## src/sv/ceq_pkg.sv

```systemverilog
// ceq_pkg: shared types and codes for the coalescing event queue.
// Used by ceq_store, ceq_seq and coalescing_event_queue; depends on nothing.
package ceq_pkg;

  // Default number of queue entries.
  localparam int CEQ_DEPTH = 1024;

  // Packed input stream width (fields plus zero fill to whole bytes).
  localparam int IN_TDATA_W = 152;
  // Bits of a returned event on the output stream, before the fill count.
  localparam int OUT_EVENT_W = 149;

  // Reset value of the motion kind register.
  localparam logic [4:0] MOTION_KIND_RST = 5'd1;

  // Request codes; any code other than push or pop acts as a peek.
  localparam logic [1:0] REQ_PUSH = 2'd0;
  localparam logic [1:0] REQ_POP  = 2'd1;
  localparam logic [1:0] REQ_PEEK = 2'd2;

  typedef enum logic [2:0] {
    STS_APPENDED  = 3'd0,
    STS_COALESCED = 3'd1,
    STS_DROPPED   = 3'd2,
    STS_POPPED    = 3'd3,
    STS_PEEKED    = 3'd4,
    STS_EMPTY     = 3'd5
  } sts_t;

  typedef enum logic [1:0] {
    S_IDLE,
    S_READ,
    S_SCAN,
    S_RESP
  } state_t;

  // One queued event.
  typedef struct packed {
    logic [31:0] detail;
    logic [15:0] height;
    logic [15:0] width;
    logic [15:0] root_y;
    logic [15:0] root_x;
    logic [15:0] pos_y;
    logic [15:0] pos_x;
    logic [15:0] window;
    logic [4:0]  kind;
  } entry_t;

  // Pending result of one item.
  typedef struct packed {
    sts_t   status;
    entry_t ev;
  } res_t;

endpackage

```

## src/sv/ceq_seq.sv

```systemverilog
// ceq_seq: request sequencer, ring pointers, occupancy and the shared
// compare unit that walks the queue for coalescing. Depends on ceq_pkg.
module ceq_seq
  import ceq_pkg::*;
#(
  parameter int DEPTH = CEQ_DEPTH,
  localparam int PW = $clog2(DEPTH),
  localparam int CW = $clog2(DEPTH + 1)
) (
  input  logic          clk,
  input  logic          rst_n,
  // request
  input  logic          in_valid,
  output logic          in_ready,
  input  logic [1:0]    req_type,
  input  entry_t        req_ev,
  input  logic          req_compress,
  // motion kind register
  input  logic          cfg_valid,
  output logic          cfg_ready,
  input  logic [4:0]    cfg_data,
  // storage
  output logic          mem_we,
  output logic [PW-1:0] mem_waddr,
  output entry_t        mem_wdata,
  output logic          mem_re,
  output logic [PW-1:0] mem_raddr,
  input  entry_t        mem_q,
  // result
  output logic          res_valid,
  input  logic          res_ready,
  output res_t          res,
  output logic [CW-1:0] res_fill
);

  state_t        state_r, state_nxt;
  logic [PW-1:0] rd_ptr_r, rd_ptr_nxt;
  logic [PW-1:0] wr_ptr_r, wr_ptr_nxt;
  logic [CW-1:0] occ_r, occ_nxt;
  logic [PW-1:0] iss_r, iss_nxt;
  logic [PW-1:0] cur_r, cur_nxt;
  logic [CW-1:0] cnt_r, cnt_nxt;
  logic [1:0]    reqt_r, reqt_nxt;
  entry_t        req_r, req_nxt;
  res_t          res_r, res_nxt;
  logic [4:0]    motion_r, motion_nxt;
  logic          full;
  logic          eligible;
  logic          hit;
  entry_t        merged;

  function automatic logic [PW-1:0] wrap_next(input logic [PW-1:0] p);
    return (p == PW'(DEPTH - 1)) ? '0 : p + PW'(1);
  endfunction

  assign full     = (occ_r == CW'(DEPTH));
  assign eligible = (req_ev.kind == motion_r) && (req_ev.window != 16'd0) && req_compress;
  assign hit      = (mem_q.kind == motion_r) && (mem_q.window == req_r.window);

  // Stored entry with only its local position replaced
  always_comb begin
    merged       = mem_q;
    merged.pos_x = req_r.pos_x;
    merged.pos_y = req_r.pos_y;
  end

  // Next state and storage control
  always_comb begin
    state_nxt  = state_r;
    rd_ptr_nxt = rd_ptr_r;
    wr_ptr_nxt = wr_ptr_r;
    occ_nxt    = occ_r;
    iss_nxt    = iss_r;
    cur_nxt    = cur_r;
    cnt_nxt    = cnt_r;
    reqt_nxt   = reqt_r;
    req_nxt    = req_r;
    res_nxt    = res_r;
    motion_nxt = cfg_valid ? cfg_data : motion_r;
    in_ready   = 1'b0;
    res_valid  = 1'b0;
    mem_we     = 1'b0;
    mem_waddr  = wr_ptr_r;
    mem_wdata  = req_r;
    mem_re     = 1'b0;
    mem_raddr  = iss_r;
    unique case (state_r)
      S_IDLE: begin
        in_ready = 1'b1;
        if (in_valid) begin
          req_nxt  = req_ev;
          reqt_nxt = req_type;
          res_nxt  = '{status: STS_EMPTY, ev: '0};
          if (req_type == REQ_PUSH) begin
            if (full) begin
              res_nxt.status = STS_DROPPED;
              state_nxt      = S_RESP;
            end else if (eligible && (occ_r != '0)) begin
              // start the walk at the oldest entry
              mem_re    = 1'b1;
              mem_raddr = rd_ptr_r;
              iss_nxt   = wrap_next(rd_ptr_r);
              cur_nxt   = rd_ptr_r;
              cnt_nxt   = '0;
              state_nxt = S_SCAN;
            end else begin
              mem_we         = 1'b1;
              mem_wdata      = req_ev;
              wr_ptr_nxt     = wrap_next(wr_ptr_r);
              occ_nxt        = occ_r + CW'(1);
              res_nxt.status = STS_APPENDED;
              state_nxt      = S_RESP;
            end
          end else if (occ_r == '0) begin
            state_nxt = S_RESP;
          end else begin
            mem_re    = 1'b1;
            mem_raddr = rd_ptr_r;
            state_nxt = S_READ;
          end
        end
      end
      S_READ: begin
        res_nxt.ev = mem_q;
        if (reqt_r == REQ_POP) begin
          res_nxt.status = STS_POPPED;
          rd_ptr_nxt     = wrap_next(rd_ptr_r);
          occ_nxt        = occ_r - CW'(1);
        end else begin
          res_nxt.status = STS_PEEKED;
        end
        state_nxt = S_RESP;
      end
      S_SCAN: begin
        // keep one read in flight ahead of the compare
        mem_re    = 1'b1;
        mem_raddr = iss_r;
        iss_nxt   = wrap_next(iss_r);
        cur_nxt   = wrap_next(cur_r);
        cnt_nxt   = cnt_r + CW'(1);
        if (hit) begin
          mem_we         = 1'b1;
          mem_waddr      = cur_r;
          mem_wdata      = merged;
          res_nxt.status = STS_COALESCED;
          state_nxt      = S_RESP;
        end else if (cnt_r + CW'(1) == occ_r) begin
          // no match anywhere: append
          mem_we         = 1'b1;
          wr_ptr_nxt     = wrap_next(wr_ptr_r);
          occ_nxt        = occ_r + CW'(1);
          res_nxt.status = STS_APPENDED;
          state_nxt      = S_RESP;
        end
      end
      S_RESP: begin
        res_valid = 1'b1;
        if (res_ready) begin
          state_nxt = S_IDLE;
        end
      end
      default: state_nxt = S_IDLE;
    endcase
  end

  // Control registers
  always_ff @(posedge clk) begin
    if (!rst_n) begin
      state_r  <= S_IDLE;
      rd_ptr_r <= '0;
      wr_ptr_r <= '0;
      occ_r    <= '0;
      motion_r <= MOTION_KIND_RST;
    end else begin
      state_r  <= state_nxt;
      rd_ptr_r <= rd_ptr_nxt;
      wr_ptr_r <= wr_ptr_nxt;
      occ_r    <= occ_nxt;
      motion_r <= motion_nxt;
    end
  end

  // Walk and payload registers
  always_ff @(posedge clk) begin
    iss_r  <= iss_nxt;
    cur_r  <= cur_nxt;
    cnt_r  <= cnt_nxt;
    reqt_r <= reqt_nxt;
    req_r  <= req_nxt;
    res_r  <= res_nxt;
  end

  assign cfg_ready = 1'b1;
  assign res       = res_r;
  assign res_fill  = occ_r;

`ifndef SYNTH
  a_occ_bound: assert property (@(posedge clk) disable iff (!rst_n)
    occ_r <= CW'(DEPTH))
    else $error("occupancy above queue depth");

  a_occ_step: assert property (@(posedge clk) disable iff (!rst_n)
    $past(rst_n) |-> (occ_r == $past(occ_r)) || (occ_r == $past(occ_r) + CW'(1)) ||
                     (occ_r + CW'(1) == $past(occ_r)))
    else $error("occupancy moved by more than one");

  a_scan_bound: assert property (@(posedge clk) disable iff (!rst_n)
    (state_r == S_SCAN) |-> (cnt_r < occ_r))
    else $error("walk ran past the stored entries");

  a_full_drop: assert property (@(posedge clk) disable iff (!rst_n)
    (in_valid && in_ready && (req_type == REQ_PUSH) && full) |=>
      ((state_r == S_RESP) && (res_r.status == STS_DROPPED)))
    else $error("push into full queue not dropped");
`endif

endmodule

```

## config.mk

```make
export PLATFORM = sky130hd
export DESIGN_NAME = ceq_seq
export DESIGN_NICKNAME = d
export VERILOG_FILES = /design/src/sv/ceq_pkg.sv /design/src/sv/ceq_seq.sv
export SDC_FILE = /design/constraint.sdc
export NUM_CORES = 1
export LEC_CHECK = 0
export BUFFER_PORTS_ARGS = -buffer_cell sky130_fd_sc_hd__buf_4
export CAP_MARGIN = 0
export CORE_AREA = 4 4 253 255
export CTS_CLUSTER_SIZE = 40
export DETAILED_ROUTE_END_ITERATION = 6
export DIE_AREA = 0 0 257 259
export PLACE_DENSITY = 0.63
export SKIP_CTS_REPAIR_TIMING = 1
export SLEW_MARGIN = 20
export SYNTH_ARGS = -nofsm -noshare
export SYNTH_HDL_FRONTEND = slang
export SYNTH_SLANG_ARGS = --single-unit
```

## constraint.sdc

```tcl
create_clock -name clk -period 28.2 [get_ports clk]
set_input_delay 5.64 -clock clk [delete_from_list [all_inputs] [get_ports clk]]
set_output_delay 5.64 -clock clk [all_outputs]
set_load 0.05 [all_outputs]
```

==> results.py <==
metrics = {
    "status": {
        "status": "complete, no violations",
    },
    "routing": {
        "drtIter0Drc": 959,
        "dr.pass1.iters": 5,
        "drc_errors": 0,
        "dr_total_vias": 15400,
        "ant_nets": 0,
        "viasPerCell": 5.11,
        "wl_um": 69800,
        "wl_per_cell_um": 23.2,
    },
    "power": {
        "power.density_nw_per_um2": 124,
        "leakagePower_nw": 11.7,
        "ir_worst_vdd_v": 0.0000830,
        "total_power_mw": 3.25,
    },
    "die": {
        "die_h_um": 259,
        "pin_count": 648,
        "die_w_um": 257,
        "start_util_pct": 30.8,
        "row_count": 91,
        "design.die.area_um2": 66600,
        "core_area_um2": 61600,
    },
    "layout": {
        "drive_above_1_share_pct": 34.9,
        "nFillCells": 5861,
        "final_util_pct": 42.5,
        "syn_to_final_growth_pct": 37.6,
        "layout.nets": 2473,
        "layout_commonest_cell": "buf_4",
        "layout_common_cells": "buf_4, edfxtp_1, mux2i_1",
    },
    "timing": {
        "worst_pin_slew_ns": 1.07,
        "fmax_mhz": 67.0,
        "slew_violations": 0,
        "min_period_ns": 14.93,
        "finalSetupViolCount": 0,
        "clock_skew_ns": 0.0188,
        "timing.final.crit_share_pct": 52.9,
        "hold_violations": 0,
        "rsz0062_at_grt": "false",
        "slew_headroom_pct": 28.3,
        "fin_setup_tns_ns": 0,
    },
    "yosys": {
        "ys_warn_count": 0,
        "avgSynthCellArea_um2": 12.4,
        "synthFlopType": "edfxtp_1",
        "ys_top_cells_by_area": "edfxtp_1, mux2i_1, and2_1, o221ai_1, dfxtp_1",
        "synth_area_um2": 19000,
        "syn_nets": 1867,
        "ys_seq_elements": 372,
        "synth_cells": 1536,
        "ys_async_sr_fraction_pct": 0,
        "ys_types": 61,
        "synth_edf_count": 334,
        "synth_seq_area_share_pct": 56.8,
        "yosysTopAreaCell": "edfxtp_1",
        "synth_top_area_share_pct": 52.8,
    },
    "cts": {
        "cts_max_level": 2,
        "clk_latency_ns": 0.56,
        "cts_tree": "yes",
        "path_clk_slew_ns": 0.06,
        "cts.path.max_buffers": 3,
        "root_buffer": "clkbuf_16",
        "cts_buffers": 45,
        "cts_sinks": 372,
    },
    "hold_path": {
        "whs_path_depth": 2,
        "hp-class": "register to register",
    },
    "setup_path": {
        "cp.required_ns": 22.56,
        "crit_arrival_ns": 9.29,
        "cp-end-kind": "output port",
        "crit_type": "primary input to output port",
        "cp_max_fo": 48,
        "reg2reg_depth": 7,
        "critPathLaunchType": "primary input",
    },
    "global_routing": {
        "grt_max_degree": 88,
        "grt_antenna_before_repair": 4,
        "grt_pass1_wl_um": 102000,
        "first_global_vias": 15500,
        "grt_overflow": 0,
        "track_usage_pct": 19.7,
    },
    "place": {
        "gp_congestion": 0.883,
        "hpwlAfterDp_um": 50400,
        "io_buffer_count": 646,
    },
    "job": {
        "drv_cap": 0,
    },
}
-- critical path, cell delays in order --
cell and delay, ns:
buf_4 0.13, xor2_1 0.18, nor4_1 0.65, nand3_1 0.27, o2111ai_4 0.71, buf_4 0.80, mux2i_1 0.16, o221ai_1 0.44
buf_4 0.30
-- power by group --
group	internal [mW]	total, mW	switching, mW
clock	0.352	0.588	0.237
sequential	0.804	0.881	0.0766
combinational	0.490	1.78	1.29
total	1.65	3.25	1.60
-- layer usage --
metal / vias up / wire (um) / share of wire (%) / GRT usage, %
li1: 7068 / - / - / -
met1: 7655 / 27500 / 39 / 23.8
met2: 586 / 34500 / 49 / 34.1
met3: 106 / 5470 / 7.8 / 5.78
met4: 6 / 2270 / 3.2 / 6.15
met5: - / 49 / 0.070 / 0
-- logic make-up after synthesis --
kind of cell	after synthesis	share of synthesized area, %
AO/OA/AOI/OAI	244	10.3
XOR/XNOR	78	4.04
adder cells (fa/ha/maj)	20	1.36
buffers and inverters	123	2.56
flip-flops	372	56.8
multiplexers	240	12.8
other	1	0.0197
AND/OR/NAND/NOR	458	12.2
-- registers in the layout, indices dropped and copies added, names as in the netlist --
signal and flops:
iss_r 10, merged 32, res 152, state_r 2, res_fill 11, cnt_r 11, cur_r 10, motion_r 5
req_r 117, rd_ptr_r 10, wr_ptr_r 10, reqt_r 2
-- final timing paths --
| check | from | to | slack [ns] |
|---|---|---|---|
| worst max-delay path | req_ev[2] | mem_wdata[0] | 13.27 |
| worst min-delay path | wr_ptr_r[6] | wr_ptr_r[6] | 0.52 |
| worst max register to register | motion_r[2] | res_fill[2] | 24.45 |
| worst min register to register | wr_ptr_r[6] | wr_ptr_r[6] | 0.52 |
-- synthesized netlist by cell type, drive strengths merged, types with 8 or more instances --
cell type  number
ha             19
mux2           20
xor2           23
o221ai        102
xnor2          49
nor2           53
nor3           10
nor4           14
inv            19
buf            22
nand2         159
clkbuf         80
nand3          24
and2          153
o22ai           8
o21ai          24
nand4          12
mux2i         220
o311ai          8
a22o           48
and3           10
a21oi          18
dfxtp          38
edfxtp        334
-- layout make-up --
class	instances	area [um^2]	share of cell area [%]
Clock inverter	22	215	0.823
Sequential cell	372	10800	41.3
Clock buffer	60	1260	4.84
Tap cell	837	1050	4.00
Multi-Input combinational cell	1041	7780	29.7
Timing Repair Buffer	661	4960	19.0
Inverter	21	88.8	0.340
Antenna cell	1	2.50	0.00957
-- through the flow --
step                      cells  cell area, um^2  hold WS (ns)  worst slack [ns]
after global routing       3015            26200         0.549             12.99
after detailed placement   2932            24700         0.512             13.01
after global placement     2932            24700         0.485             13.15
final                      3015            26200         0.521             13.27
after CTS                  3014            26100         0.520             13.02
after floorplan            1536            19000         0.466             14.61
No activity file was read; power rests on OpenSTA's default activity.
